==> config.mk <==
export PLATFORM = sky130hd
export DESIGN_NAME = modbus_write_register_master
export DESIGN_NICKNAME = d
export VERILOG_FILES = /design/src/rtl/core/mwr_pkg.sv /design/src/rtl/core/mwr_crc.sv /design/src/rtl/core/mwr_queue.sv /design/src/rtl/core/mwr_front.sv /design/src/rtl/core/mwr_back.sv /design/src/rtl/core/modbus_write_register_master.sv
export SDC_FILE = /design/constraint.sdc
export NUM_CORES = 1
export LEC_CHECK = 0
export ABC_CLOCK_PERIOD_IN_PS = 6800
export BUFFER_PORTS_ARGS = -buffer_cell sky130_fd_sc_hd__buf_2
export CORE_ASPECT_RATIO = 0.7
export CORE_UTILIZATION = 47
export DETAILED_ROUTE_END_ITERATION = 16
export GPL_ROUTABILITY_DRIVEN = 1
export PLACE_DENSITY_LB_ADDON = 0.1
export RECOVER_POWER = 50
export SLEW_MARGIN = 20
export SYNTH_ARGS = -nofsm -noshare
export SYNTH_HDL_FRONTEND = slang
export SYNTH_SLANG_ARGS = --single-unit
export TNS_END_PERCENT = 30
==> constraint.sdc <==
create_clock -name clk -period 6.8 [get_ports clk]
set_input_delay 1.36 -clock clk [delete_from_list [all_inputs] [get_ports clk]]
set_output_delay 1.36 -clock clk [all_outputs]
set_load 0.03 [all_outputs]
==> src/rtl/core/mwr_pkg.sv <==
`default_nettype none
package mwr_pkg;

  localparam int FRAME_BYTES = 8;
  localparam int FRAME_W     = 8 * FRAME_BYTES;
  localparam int POS_W       = $clog2(FRAME_BYTES);
  localparam int CRC_BYTES   = FRAME_BYTES - 2;
  localparam int CRC_CNT_W   = $clog2(CRC_BYTES);
  localparam int HDR_W       = 8 * CRC_BYTES;

  localparam logic [7:0]  FUNC_WRITE_SINGLE = 8'h06;
  localparam logic [15:0] CRC_INIT          = 16'hFFFF;
  localparam logic [15:0] CRC_POLY          = 16'hA001;
  localparam logic [15:0] TIMER_MAX         = 16'hFFFF;

  // input kinds
  localparam logic [1:0] KIND_START = 2'd0;
  localparam logic [1:0] KIND_RX    = 2'd1;
  localparam logic [1:0] KIND_TICK  = 2'd2;

  // output kinds
  localparam logic OUT_TX     = 1'b0;
  localparam logic OUT_STATUS = 1'b1;

  // status codes
  localparam logic [1:0] STATUS_OK       = 2'd0;
  localparam logic [1:0] STATUS_MISMATCH = 2'd1;
  localparam logic [1:0] STATUS_TIMEOUT  = 2'd2;

  // register map
  localparam logic REG_TIMEOUT  = 1'b0;
  localparam logic REG_ATTEMPTS = 1'b1;

  localparam logic [15:0] TIMEOUT_RESET  = 16'd2000;
  localparam logic [3:0]  ATTEMPTS_RESET = 4'd3;

  localparam int Q_DEPTH = 2;
  localparam int Q_PTR_W = $clog2(Q_DEPTH);
  localparam int Q_CNT_W = $clog2(Q_DEPTH + 1);

  typedef struct packed {
    logic [15:0] timeout;
    logic [3:0]  max_attempts;
  } cfg_t;

  // one job for the back end: a whole frame or one status beat
  typedef struct packed {
    logic               is_status;
    logic [1:0]         code;
    logic [FRAME_W-1:0] frame;
  } cmd_t;

  typedef struct packed {
    logic        busy;
    logic        done;
    logic [15:0] crc;
  } crc_res_t;

  function automatic logic [15:0] crc_byte(input logic [15:0] crc_in, input logic [7:0] b);
    logic [15:0] c;
    c = crc_in ^ {8'h00, b};
    for (int i = 0; i < 8; i++) begin
      c = c[0] ? ((c >> 1) ^ CRC_POLY) : (c >> 1);
    end
    return c;
  endfunction

endpackage
`default_nettype wire

==> src/rtl/core/mwr_crc.sv <==
`default_nettype none
module mwr_crc (
  input  wire logic                      clk,
  input  wire logic                      rst_n,
  input  wire logic                      start,
  input  wire logic [mwr_pkg::HDR_W-1:0] hdr,
  output mwr_pkg::crc_res_t              res
);

  logic                          busy_r, busy_nxt;
  logic [mwr_pkg::CRC_CNT_W-1:0] cnt_r, cnt_nxt;
  logic [15:0]                   crc_r, crc_nxt;
  logic [15:0]                   crc_step;
  logic                          done;

  // one header byte per cycle
  assign crc_step = mwr_pkg::crc_byte(crc_r, hdr[8*cnt_r +: 8]);
  assign done     = busy_r && (cnt_r == mwr_pkg::CRC_CNT_W'(mwr_pkg::CRC_BYTES - 1));

  always_comb begin
    busy_nxt = busy_r;
    cnt_nxt  = cnt_r;
    crc_nxt  = crc_r;
    if (start) begin
      busy_nxt = 1'b1;
      cnt_nxt  = '0;
      crc_nxt  = mwr_pkg::CRC_INIT;
    end else if (busy_r) begin
      crc_nxt = crc_step;
      cnt_nxt = cnt_r + 1'b1;
      if (done) begin
        busy_nxt = 1'b0;
      end
    end
  end

  always_ff @(posedge clk) begin
    if (!rst_n) begin
      busy_r <= 1'b0;
      cnt_r  <= '0;
    end else begin
      busy_r <= busy_nxt;
      cnt_r  <= cnt_nxt;
    end
    crc_r <= crc_nxt;
  end

  assign res.busy = busy_r;
  assign res.done = done;
  assign res.crc  = crc_step;

endmodule
`default_nettype wire

==> src/rtl/core/mwr_queue.sv <==
`default_nettype none
module mwr_queue (
  input  wire logic          clk,
  input  wire logic          rst_n,
  input  wire logic          push,
  input  wire mwr_pkg::cmd_t push_cmd,
  input  wire logic          pop,
  output mwr_pkg::cmd_t      head,
  output logic               head_valid,
  output logic               full
);

  mwr_pkg::cmd_t               mem [mwr_pkg::Q_DEPTH];
  logic [mwr_pkg::Q_PTR_W-1:0] wr_ptr_r, wr_ptr_nxt;
  logic [mwr_pkg::Q_PTR_W-1:0] rd_ptr_r, rd_ptr_nxt;
  logic [mwr_pkg::Q_CNT_W-1:0] cnt_r, cnt_nxt;
  logic                        do_pop;

  assign head_valid = (cnt_r != '0);
  assign full       = (cnt_r == mwr_pkg::Q_CNT_W'(mwr_pkg::Q_DEPTH));
  assign head       = mem[rd_ptr_r];
  assign do_pop     = pop && head_valid;

  always_comb begin
    wr_ptr_nxt = wr_ptr_r;
    rd_ptr_nxt = rd_ptr_r;
    cnt_nxt    = cnt_r;
    if (push) begin
      wr_ptr_nxt = (wr_ptr_r == mwr_pkg::Q_PTR_W'(mwr_pkg::Q_DEPTH - 1)) ? '0 : wr_ptr_r + 1'b1;
    end
    if (do_pop) begin
      rd_ptr_nxt = (rd_ptr_r == mwr_pkg::Q_PTR_W'(mwr_pkg::Q_DEPTH - 1)) ? '0 : rd_ptr_r + 1'b1;
    end
    case ({push, do_pop})
      2'b10:   cnt_nxt = cnt_r + 1'b1;
      2'b01:   cnt_nxt = cnt_r - 1'b1;
      default: cnt_nxt = cnt_r;
    endcase
  end

  always_ff @(posedge clk) begin
    if (!rst_n) begin
      wr_ptr_r <= '0;
      rd_ptr_r <= '0;
      cnt_r    <= '0;
    end else begin
      wr_ptr_r <= wr_ptr_nxt;
      rd_ptr_r <= rd_ptr_nxt;
      cnt_r    <= cnt_nxt;
    end
  end

  always_ff @(posedge clk) begin
    if (push) begin
      mem[wr_ptr_r] <= push_cmd;
    end
  end

endmodule
`default_nettype wire

==> src/rtl/core/mwr_front.sv <==
`default_nettype none
module mwr_front (
  input  wire logic                      clk,
  input  wire logic                      rst_n,
  input  wire logic                      in_tvalid,
  output logic                           in_tready,
  input  wire logic [47:0]               in_tdata,
  input  wire logic [1:0]                in_tuser,
  input  wire mwr_pkg::cfg_t             cfg,
  input  wire mwr_pkg::crc_res_t         crc_res,
  output logic                           crc_start,
  output logic [mwr_pkg::HDR_W-1:0]      crc_hdr,
  input  wire logic                      q_full,
  output logic                           push,
  output mwr_pkg::cmd_t                  push_cmd
);

  logic [mwr_pkg::FRAME_W-1:0] frame_r, frame_nxt;
  logic [mwr_pkg::POS_W-1:0]   rx_pos_r, rx_pos_nxt;
  logic                        mis_r, mis_nxt;
  logic [3:0]                  attempt_r, attempt_nxt;
  logic [15:0]                 timer_r, timer_nxt;
  logic                        await_r, await_nxt;

  logic        accept;
  logic        fail;
  logic [1:0]  fail_code;
  logic        mis_c;
  logic [15:0] timer_c;
  logic [3:0]  limit;
  logic [7:0]  dev, rx;
  logic [15:0] reg_addr, reg_val;

  assign dev      = in_tdata[7:0];
  assign reg_addr = in_tdata[23:8];
  assign reg_val  = in_tdata[39:24];
  assign rx       = in_tdata[47:40];

  // hold off while the crc runs; every result-making beat needs one queue slot
  assign in_tready = !crc_res.busy && !q_full;
  assign accept    = in_tvalid && in_tready;
  assign crc_hdr   = frame_r[mwr_pkg::HDR_W-1:0];
  assign limit     = (cfg.max_attempts == 4'd0) ? 4'd1 : cfg.max_attempts;

  always_comb begin
    frame_nxt   = frame_r;
    rx_pos_nxt  = rx_pos_r;
    mis_nxt     = mis_r;
    attempt_nxt = attempt_r;
    timer_nxt   = timer_r;
    await_nxt   = await_r;
    crc_start   = 1'b0;
    push        = 1'b0;
    push_cmd    = '{is_status: 1'b0, code: mwr_pkg::STATUS_OK, frame: frame_r};
    fail        = 1'b0;
    fail_code   = mwr_pkg::STATUS_MISMATCH;
    mis_c       = mis_r | (frame_r[8*rx_pos_r +: 8] != rx);
    timer_c     = (timer_r != mwr_pkg::TIMER_MAX) ? timer_r + 16'd1 : timer_r;

    if (crc_res.done) begin
      frame_nxt[mwr_pkg::FRAME_W-1:mwr_pkg::HDR_W] = crc_res.crc;
      push           = 1'b1;
      push_cmd.frame = {crc_res.crc, frame_r[mwr_pkg::HDR_W-1:0]};
    end

    if (accept) begin
      case (in_tuser)
        mwr_pkg::KIND_START: begin
          frame_nxt[mwr_pkg::HDR_W-1:0] = {reg_val[7:0], reg_val[15:8], reg_addr[7:0],
                                           reg_addr[15:8], mwr_pkg::FUNC_WRITE_SINGLE, dev};
          attempt_nxt = 4'd1;
          rx_pos_nxt  = '0;
          mis_nxt     = 1'b0;
          timer_nxt   = '0;
          await_nxt   = 1'b1;
          crc_start   = 1'b1;
        end
        mwr_pkg::KIND_RX: begin
          if (await_r) begin
            if (rx_pos_r == mwr_pkg::POS_W'(mwr_pkg::FRAME_BYTES - 1)) begin
              if (!mis_c) begin
                await_nxt  = 1'b0;
                rx_pos_nxt = '0;
                mis_nxt    = 1'b0;
                timer_nxt  = '0;
                push       = 1'b1;
                push_cmd   = '{is_status: 1'b1, code: mwr_pkg::STATUS_OK, frame: frame_r};
              end else begin
                fail      = 1'b1;
                fail_code = mwr_pkg::STATUS_MISMATCH;
              end
            end else begin
              rx_pos_nxt = rx_pos_r + 1'b1;
              mis_nxt    = mis_c;
            end
          end
        end
        mwr_pkg::KIND_TICK: begin
          if (await_r) begin
            timer_nxt = timer_c;
            if (timer_c >= cfg.timeout) begin
              fail      = 1'b1;
              fail_code = mwr_pkg::STATUS_TIMEOUT;
            end
          end
        end
        default: ;
      endcase
    end

    // attempt over: resend while attempts remain, else report
    if (fail) begin
      rx_pos_nxt = '0;
      mis_nxt    = 1'b0;
      timer_nxt  = '0;
      push       = 1'b1;
      if (attempt_r < limit) begin
        attempt_nxt = attempt_r + 4'd1;
        await_nxt   = 1'b1;
        push_cmd    = '{is_status: 1'b0, code: mwr_pkg::STATUS_OK, frame: frame_r};
      end else begin
        await_nxt = 1'b0;
        push_cmd  = '{is_status: 1'b1, code: fail_code, frame: frame_r};
      end
    end
  end

  always_ff @(posedge clk) begin
    if (!rst_n) begin
      rx_pos_r  <= '0;
      mis_r     <= 1'b0;
      attempt_r <= '0;
      timer_r   <= '0;
      await_r   <= 1'b0;
    end else begin
      rx_pos_r  <= rx_pos_nxt;
      mis_r     <= mis_nxt;
      attempt_r <= attempt_nxt;
      timer_r   <= timer_nxt;
      await_r   <= await_nxt;
    end
    frame_r <= frame_nxt;
  end

endmodule
`default_nettype wire

==> src/rtl/core/mwr_back.sv <==
`default_nettype none
module mwr_back (
  input  wire logic          clk,
  input  wire logic          rst_n,
  input  wire mwr_pkg::cmd_t head,
  input  wire logic          head_valid,
  output logic               pop,
  output logic               out_tvalid,
  input  wire logic          out_tready,
  output logic [15:0]        out_tdata,
  output logic               out_tlast,
  output logic [0:0]         out_tuser
);

  mwr_pkg::cmd_t             cur_r, cur_nxt;
  logic                      busy_r, busy_nxt;
  logic [mwr_pkg::POS_W-1:0] idx_r, idx_nxt;
  logic                      vld_r, vld_nxt;
  logic [7:0]                tx_r, tx_nxt;
  logic [1:0]                st_r, st_nxt;
  logic                      last_r, last_nxt;
  logic                      kind_r, kind_nxt;

  logic       adv;
  logic       beat_last;
  logic [7:0] beat_tx;

  assign adv       = busy_r && (!vld_r || out_tready);
  assign beat_last = cur_r.is_status || (idx_r == mwr_pkg::POS_W'(mwr_pkg::FRAME_BYTES - 1));
  assign beat_tx   = cur_r.is_status ? 8'h00 : cur_r.frame[8*idx_r +: 8];
  // next job loads when idle, or as the last beat of the current one is registered
  assign pop       = head_valid && (!busy_r || (adv && beat_last));

  always_comb begin
    cur_nxt  = cur_r;
    busy_nxt = busy_r;
    idx_nxt  = idx_r;
    vld_nxt  = vld_r && !out_tready;
    tx_nxt   = tx_r;
    st_nxt   = st_r;
    last_nxt = last_r;
    kind_nxt = kind_r;
    if (adv) begin
      vld_nxt  = 1'b1;
      tx_nxt   = beat_tx;
      st_nxt   = cur_r.is_status ? cur_r.code : mwr_pkg::STATUS_OK;
      last_nxt = beat_last;
      kind_nxt = cur_r.is_status ? mwr_pkg::OUT_STATUS : mwr_pkg::OUT_TX;
      idx_nxt  = idx_r + 1'b1;
      if (beat_last) begin
        busy_nxt = 1'b0;
      end
    end
    if (pop) begin
      cur_nxt  = head;
      busy_nxt = 1'b1;
      idx_nxt  = '0;
    end
  end

  always_ff @(posedge clk) begin
    if (!rst_n) begin
      busy_r <= 1'b0;
      idx_r  <= '0;
      vld_r  <= 1'b0;
    end else begin
      busy_r <= busy_nxt;
      idx_r  <= idx_nxt;
      vld_r  <= vld_nxt;
    end
    cur_r  <= cur_nxt;
    tx_r   <= tx_nxt;
    st_r   <= st_nxt;
    last_r <= last_nxt;
    kind_r <= kind_nxt;
  end

  assign out_tvalid   = vld_r;
  assign out_tdata    = {6'b0, st_r, tx_r};
  assign out_tlast    = last_r;
  assign out_tuser[0] = kind_r;

endmodule
`default_nettype wire

==> src/rtl/core/modbus_write_register_master.sv <==
// channel   dir  handshake             payload
// in_       in   in_tvalid/in_tready   tdata: device, register, value, rx byte; tuser: kind
// out_      out  out_tvalid/out_tready tdata: tx byte, status; tuser: kind; tlast
// cfg_      in   apb, pready high      0x0 response timeout ticks, 0x4 max attempts
//
// after a start beat the crc unit folds one header byte per cycle while input is held off
// received-byte and tick beats are taken every cycle while the job queue has room and the crc unit is idle
// each start or retry sends 8 out beats, one per cycle while out_tready is high; a final status is 1 beat
// a two-entry job queue lets input continue while output is stalled
// synchronous active-low reset clears control state and loads the register defaults
`default_nettype none
module modbus_write_register_master (
  input  wire logic        clk,
  input  wire logic        rst_n,
  input  wire logic        in_tvalid,
  output logic             in_tready,
  input  wire logic [47:0] in_tdata,   // device_address, register_address, register_value, rx_byte
  input  wire logic [1:0]  in_tuser,   // kind
  output logic             out_tvalid,
  input  wire logic        out_tready,
  output logic [15:0]      out_tdata,  // tx_byte, status, zero pad
  output logic             out_tlast,
  output logic [0:0]       out_tuser,  // out_kind
  input  wire logic        cfg_psel,
  input  wire logic        cfg_penable,
  input  wire logic        cfg_pwrite,
  input  wire logic [2:0]  cfg_paddr,
  input  wire logic [31:0] cfg_pwdata,
  output logic [31:0]      cfg_prdata,
  output logic             cfg_pready
);

  mwr_pkg::cfg_t     cfg_r, cfg_nxt;
  mwr_pkg::crc_res_t crc_res;
  mwr_pkg::cmd_t     push_cmd, head;
  logic              cfg_wr;
  logic              crc_start;
  logic [mwr_pkg::HDR_W-1:0] crc_hdr;
  logic              push, pop, head_valid, q_full;

  assign cfg_pready = 1'b1;
  assign cfg_wr     = cfg_psel && cfg_penable && cfg_pwrite && cfg_pready;

  always_comb begin
    cfg_nxt = cfg_r;
    if (cfg_wr) begin
      unique case (cfg_paddr[2])
        mwr_pkg::REG_TIMEOUT:  cfg_nxt.timeout      = cfg_pwdata[15:0];
        mwr_pkg::REG_ATTEMPTS: cfg_nxt.max_attempts = cfg_pwdata[3:0];
        default: ;
      endcase
    end
  end

  always_comb begin
    unique case (cfg_paddr[2])
      mwr_pkg::REG_TIMEOUT:  cfg_prdata = {16'b0, cfg_r.timeout};
      mwr_pkg::REG_ATTEMPTS: cfg_prdata = {28'b0, cfg_r.max_attempts};
      default:               cfg_prdata = '0;
    endcase
  end

  always_ff @(posedge clk) begin
    if (!rst_n) begin
      cfg_r <= '{timeout: mwr_pkg::TIMEOUT_RESET, max_attempts: mwr_pkg::ATTEMPTS_RESET};
    end else begin
      cfg_r <= cfg_nxt;
    end
  end

  mwr_crc u_crc (
    .clk   (clk),
    .rst_n (rst_n),
    .start (crc_start),
    .hdr   (crc_hdr),
    .res   (crc_res)
  );

  mwr_front u_front (
    .clk       (clk),
    .rst_n     (rst_n),
    .in_tvalid (in_tvalid),
    .in_tready (in_tready),
    .in_tdata  (in_tdata),
    .in_tuser  (in_tuser),
    .cfg       (cfg_r),
    .crc_res   (crc_res),
    .crc_start (crc_start),
    .crc_hdr   (crc_hdr),
    .q_full    (q_full),
    .push      (push),
    .push_cmd  (push_cmd)
  );

  mwr_queue u_queue (
    .clk        (clk),
    .rst_n      (rst_n),
    .push       (push),
    .push_cmd   (push_cmd),
    .pop        (pop),
    .head       (head),
    .head_valid (head_valid),
    .full       (q_full)
  );

  mwr_back u_back (
    .clk        (clk),
    .rst_n      (rst_n),
    .head       (head),
    .head_valid (head_valid),
    .pop        (pop),
    .out_tvalid (out_tvalid),
    .out_tready (out_tready),
    .out_tdata  (out_tdata),
    .out_tlast  (out_tlast),
    .out_tuser  (out_tuser)
  );

endmodule
`default_nettype wire

; ---- Word-level counts from Yosys, hierarchy flattened
; Memories as Yosys holds them, arrays and structs flattened. A register that Yosys moved wholly into a read port is not among the register bits.
; Cells that the tools add are included.
; W data, S select, Z words.
[totals]
regBits = 142
ram_bits = 134
in_bits = 92
n_memories = 1
[op_classes]
add_sub_neg = 9
n_lt_le_gt_ge = 2
n_eq_ne = 15
n_shift = 3
n_mux = 75
bitwise_logic = 12
n_reduce_logical = 38
[mem_list]
columns = name, depth, word_bits, rd, rd_clocked_by_memory_dff, write_ports, line
row1 = u_queue.mem, 2, 67, 1, 1, 1, mwr_queue.sv:13  ; mwr_pkg::cmd_t mem [mwr_pkg::Q_DEPTH];
[ops]
columns = op, n
row1 = $mux W67, 7
row2 = $mux W16, 13
row3 = $shiftx A64 B7 Y8, 2
row4 = $mux W64, 1
row5 = $pmux W32 S2, 1
row6 = $pmux W16 S3, 1
row7 = $shiftx A48 B7 Y8, 1
row8 = $mux W1, 35
row9 = $not A2 Y3, 8
row10 = $mux W4, 5
row11 = $add A16 B1 Y16 const B, 1
row12 = $ge A16 B16 Y1, 1
row13 = $ne A16 B16 Y1 const B, 1
row14 = $xor A16 B8 Y16, 1
row15 = $reduce_bool A2 Y1, 6
row16 = $logic_and A1 B1 Y1, 10
row17 = $reduce_and A2 Y1, 5
row18 = $add A3 B1 Y3 const B, 3
row19 = $eq A3 B3 Y1 const B, 3
row20 = $mux W3, 3
row21 = $mux W2, 4
row22 = $ne A8 B8 Y1, 1
row23 = $eq A2 B2 Y1 const B, 3
row24 = $ne A2 B1 Y1 const B, 3
row25 = other kinds (21), 35

; ---- Longest topological paths before layout
[logic_depth]
word_depth = 25
mapped_depth = 20
depth_no_buf = 18

; ---- By module
; From an unflattened synthesis, not the netlist that was laid out.
[hier_totals]
hier_cells = 1198
hier_area_um2 = 16449.5
[by_module_without_submodules]
columns = mod, n_inst, cells_each, area_each_um2, seq_area_each_um2
row1 = mwr_front, 1, 542, 5576.6, 2182.1
row2 = mwr_queue, 1, 231, 5047.3, 4124.0
row3 = mwr_back, 1, 153, 3226.8, 2472.4
row4 = mwr_crc, 1, 148, 1466.4, 400.4
row5 = modbus_write_register_master, 1, 124, 1132.3, 400.4

; ---- Least setup slack after synthesis
; Ideal clock, no wire load.
[synth_path]
kind = register to register
startpoint = register u_front.timer_r[3]
endpoint = memory u_queue.mem[0][0] in the netlist's numbering, enable pin
t_arrival_ns = 5.545
setup_slack_ns = 0.779
path_stages_with_launch = 17
period_less_slack_ns = 6.021
cell_sequence = dfxtp_1 buf_2 and4_1 nand3_1 or4_1 clkbuf_1 nand2_1 nor2_1 xor2_1 ha_1 nand4_1 a211oi_1 a2111oi_0 o21a_1 o22ai_2 nor2_1 nor2_1
[synth_between]
elab_chain_cells = 10
elab_cells_between_ends = 11
classes_between = add/sub: 1 / order compare: 1 / eq/ne: 1 / mux: 8
[synth_lines]
columns = item, line
row1 = start: declaration, mwr_front.sv:22  ; logic [15:0] timer_r, timer_nxt;
row2 = start signal: assignment, mwr_front.sv:139  ; timer_r <= timer_nxt;
row3 = $add A16 B1 Y16 or $ne A16 B16 Y1 (tied branches), mwr_front.sv:58  ; timer_c = (timer_r != mwr_pkg::TIMER_MAX) ? timer_r + 16'd1 : timer_r;
row4 = $mux W16 (*), mwr_front.sv:58
row5 = $ge A16 B16 Y1 (*), mwr_front.sv:101  ; if (timer_c >= cfg.timeout) begin
row6 = $mux W1 (*), mwr_front.sv:101
row7 = $mux W1 (*), mwr_front.sv:99  ; if (await_r) begin
row8 = $pmux W1 S2 (*), mwr_front.sv:67  ; case (in_tuser)
row9 = $mux W1 (*), mwr_front.sv:66  ; if (accept) begin
row10 = $mux W1 (*), mwr_front.sv:112  ; if (fail) begin
row11 = $mux W1 (*), mwr_queue.sv:54  ; if (push) begin
row12 = $mux W1 (implied by the code) (*), mwr_queue.sv:55  ; mem[wr_ptr_r] <= push_cmd;
row13 = end: declaration, mwr_queue.sv:13
; Every way passes the cells marked *; elsewhere a longest branch is shown, timed or not.

; ---- Worst setup path after layout
[layout_path]
startpoint = register u_front.timer_r[3]
endpoint = register u_queue.cnt_r[1] in the netlist's numbering
[layout_between]
elab_chain_cells = 10
elab_cells_between_ends = 13
classes_between = add/sub: 1 / order compare: 1 / eq/ne: 3 / mux: 7 / reduce/logical: 1
[layout_lines]
columns = item, line
row1 = $add A16 B1 Y16 or $ne A16 B16 Y1 (tied branches), mwr_front.sv:58
row2 = $mux W16 (*), mwr_front.sv:58
row3 = $ge A16 B16 Y1 (*), mwr_front.sv:101
row4 = $mux W1 (*), mwr_front.sv:101
row5 = $mux W1 (*), mwr_front.sv:99
row6 = $pmux W1 S2 (*), mwr_front.sv:67
row7 = $mux W1 (*), mwr_front.sv:66
row8 = $mux W1 (*), mwr_front.sv:112
row9 = $eq A2 B1 Y1 or $eq A2 B2 Y1 (tied branches), mwr_queue.sv:34  ; case ({push, do_pop})
row10 = $pmux W2 S2 or $reduce_bool A2 Y1 (tied branches), -
row11 = end signal: assignment, mwr_queue.sv:49  ; cnt_r <= cnt_nxt;
row12 = end: declaration, mwr_queue.sv:16  ; logic [mwr_pkg::Q_CNT_W-1:0] cnt_r, cnt_nxt;
; Marked as above.
; A chain may end at the register's enable or synchronous reset.

==> flow_summary.yaml <==
sta:
  rsz0062_at_grt: "false"
  fin_worst_skew_ns: 0.0136
  relSlewSlack_pct: -130
  timing.fmax_mhz: 195
  fin_crit_sh_pct: 75.5
  post-route-min-period_ns: 5.14
  setup_viol: 0
  finalHoldViolCount: 0
  slew_viol_final: 75
  setup-tns-final_ns: 0
  worstMarginPinSlew_ns: 3.45
clock_tree:
  root_buffer: "clkbuf_16"
  cts_resized: 0
  cts.sinks: 319
  clockBufferDepth: 3
  postCtsSetupBuffers: 0
  clk_pin_slew_ns: 0.07
  cts-buffers-inserted: 31
  insertion_delay_ns: 0.57
  cts-htree-levels: 1
  cts_hold_buffers: 0
  cts_tree: "built"
grt:
  grtUsageTotal_pct: 20.3
  grt_max_degree: 61
  antenna_found_initial: 0
  grt_pass1_vias: 8021
  grt_overflow_total: 0
  grt_pass1_wl_um: 47800
drt:
  via_count: 8565
  post_drt_wl_per_cell_um: 19.1
  avgViaCountPerCell: 5.24
  drtAntennaViolNets: 0
  wl_um: 31200
  drt_iter0_drc: 654
  firstDrtPassIters: 5
  drcViolationCount: 0
layout:
  syn_to_final_growth_pct: 12.3
  finish.instance_area_sq_mm: 0.0160
  fin_nets: 1329
  diodes: 0
  drive_gt1_share_pct: 18.9
worst_setup_path:
  slowest_stage: "or4_1"
  crit_family: "simple AND/OR/NAND/NOR gates"
  critPathRequiredTime_ns: 7.29
  reg2reg_setup_slack_ns: 1.66
  critPathMaxStageDelay_ns: 0.63
  critical_path_arrival_ns: 5.63
  worst-r2r-cell-count: 16
  path_buf_inv: 0
  crit_path_end_kind: "flip-flop"
  worstSetupPathType: "reg2reg"
  crit_fanout: 9
  path_cells: "and4_1 -> nand3_1 -> or4_1 -> nand2_1 -> nor2_1 -> xor2_1 -> ha_1 -> a2111oi_0 -> o21ai_0 -> a2111oi_0 -> o21a_1 -> o22ai_2 -> nor2_1 -> ha_1 -> or3_1 -> a21oi_1"
  r2r-start: "u_front.timer_r[3]"
  cp-start-kind: "flip-flop"
  rr_endpoint: "u_queue.cnt_r[1]"
min_path:
  min_to: "cfg_r[7]"
  min_path_type: "reg2reg"
  hold_depth: 2
  holdCritStartpoint: "cfg_r[7]"
power_and_ir_drop:
  switching_power_uw: 1030
  power.leakage_uw: 0.00565
  p_int_uw: 3270
  p_clk_share_pct: 38.7
  combPwrFrac_pct: 9.9
  swShare_pct: 23.9
  powerDensity_mw_per_mm2: 269
  seqPwrFrac_pct: 51.4
  ir_drop_v: 0.000173
  power_uw: 4300
synth:
  yosys-top-cells-area: "edfxtp_1 (52%), dfxtp_1 (10%), mux2_2 (5.5%)"
  synth_flop_cell: "edfxtp_1"
  synth_edf_count: 245
  synthCells: 1111
  avgSynthCellArea_sq_um: 12.8
  ys_types: 63
  yosysSeqAreaShare_pct: 62.0
  synth_area_leader_cell: "edfxtp_1"
  synth_top_area_share_pct: 51.6
  yosysWarnings: 0
  syn_area_sq_mm: 0.0143
  synth.top_cells.by_count: "edfxtp_1 (245), nand2_1 (134), dfxtp_1 (74), nor2_1 (74), mux2_2 (70)"
  synthArstFlopShare_pct: 0
  ys_seq_elements: 319
  yosysMostFrequentCell: "edfxtp_1"
run_status:
  outcome: "finished with violations"
  violations: "capacitance limit, slew limit"
placement:
  place_area_sq_mm: 0.0151
  hpwl_um: 20500
  gp_congestion: 0.799
  portBuffers: 103
flow_run:
  drv_cap: 2
floorplan:
  die_y_um: 148
  core-area_sq_mm: 0.0293
  die_w_um: 210
  io_pins: 145
  row_count: 52
  dieArea_sq_mm: 0.0310
  initial_utilization_pct: 48.6
-- registers in the layout, summed over array words and instances (netlist names), 2 cells and up --
name,cells
u_back.tx_r,8
u_front.rx_pos_r,3
u_front.frame_r,56
u_crc.cnt_r,3
u_back.cur_r,59
u_front.attempt_r,4
u_queue.mem,118
u_queue.cnt_r,2
u_front.timer_r,16
u_crc.crc_r,16
u_back.st_r,2
cfg_r,20
u_back.idx_r,3
-- final cells by class --
| cell class | count | area [sq um] |
|---|---|---|
| clock buffer | 44 | 855 |
| clock inverter | 13 | 115 |
| fill | 2480 | 13300 |
| inverter | 47 | 176 |
| multi-input combinational | 689 | 4910 |
| sequential | 319 | 8840 |
| tap | 405 | 507 |
| timing repair buffer | 117 | 601 |
-- layout by cell type, fill, tap and decap left out, types with 5 or more instances in the layout --
master / n
mux2_2: 69
ha_1: 32
nor3_1: 12
edfxtp_1: 245
buf_4: 6
nor2b_1: 6
a211oi_1: 6
mux2i_1: 64
nand2_1: 134
nand2b_1: 8
clkbuf_16: 31
clkinv_2: 7
and2_1: 6
o211ai_1: 12
conb_1: 23
dfxtp_1: 74
and3_1: 6
buf_2: 85
or4_1: 5
nand3_1: 15
inv_1: 45
o22ai_1: 7
nor2_1: 73
nand4_1: 7
xnor2_1: 17
a21oi_1: 46
mux4_2: 12
clkbuf_1: 34
xor2_1: 25
o21ai_0: 43
-- worst min-delay path: cells and delay by family, from the launching register on --
family | cells | cell delay [ns]
DFF | 1 | 0.31
and+or+nand+nor | 1 | 0.05
AOI/OAI and AO/OA | 1 | 0.05
-- power by group through the flow --
| stage | logic (uW) | clock network (uW) | registers [uW] |
|---|---|---|---|
| floorplan | 326 | 0 | 2230 |
| global placement | 417 | 0 | 2250 |
| detailed placement | 423 | 0 | 2250 |
| CTS | 426 | 1700 | 2210 |
| global route | 472 | 1780 | 2220 |
| finish | 425 | 1660 | 2210 |
-- logic make-up after synthesis --
group	count (synthesis)	synth area share [%]
XOR/XNOR	43	2.75
adder cells (fa/ha/maj)	32	2.81
AND/OR/NAND/NOR	296	9.44
AO/OA/AOI/OAI	146	6.32
other	2	0.0527
multiplexers	149	12.5
flip-flops	319	62.0
buffers and inverters	124	4.15
-- stage by stage --
stage | cells | hold slack, ns | util (%) | setup WS, ns
5_1_grt | 1634 | 0.480 | 54.5 | 1.11
3_5_place_dp | 1577 | 0.448 | 51.4 | 1.82
2_1_floorplan | 1132 | 0.436 | - | 0.779
3_3_place_gp | 1577 | 0.444 | 51.4 | 1.83
4_1_cts | 1634 | 0.456 | 54.7 | 1.76
6_report | 1634 | 0.455 | 54.5 | 1.66
-- worst max-delay path by stage --
stage,start,endpoint,slack [ns],depth (start not counted)
6_report,u_front.timer_r[3],u_queue.cnt_r[1],1.66,16
3_5_place_dp,u_front.timer_r[3],u_queue.cnt_r[1],1.82,16
4_1_cts,u_front.timer_r[3],u_queue.cnt_r[1],1.76,16
5_1_grt,u_front.timer_r[0],u_queue.cnt_r[1],1.11,16
2_1_floorplan,u_front.timer_r[3],u_queue.mem[0][0],0.78,16
3_3_place_gp,u_front.timer_r[3],u_queue.cnt_r[1],1.83,16
-- layer usage --
metal / GRT usage, % / vias up / routed length, um
li1: - / 4184 / -
met1: 33.2 / 4105 / 16300
met2: 28.0 / 241 / 12700
met3: 3.42 / 35 / 1720
met4: 4.05 / 0 / 530
met5: 0 / - / 0
Note: power is estimated with default switching activity, not from simulation.
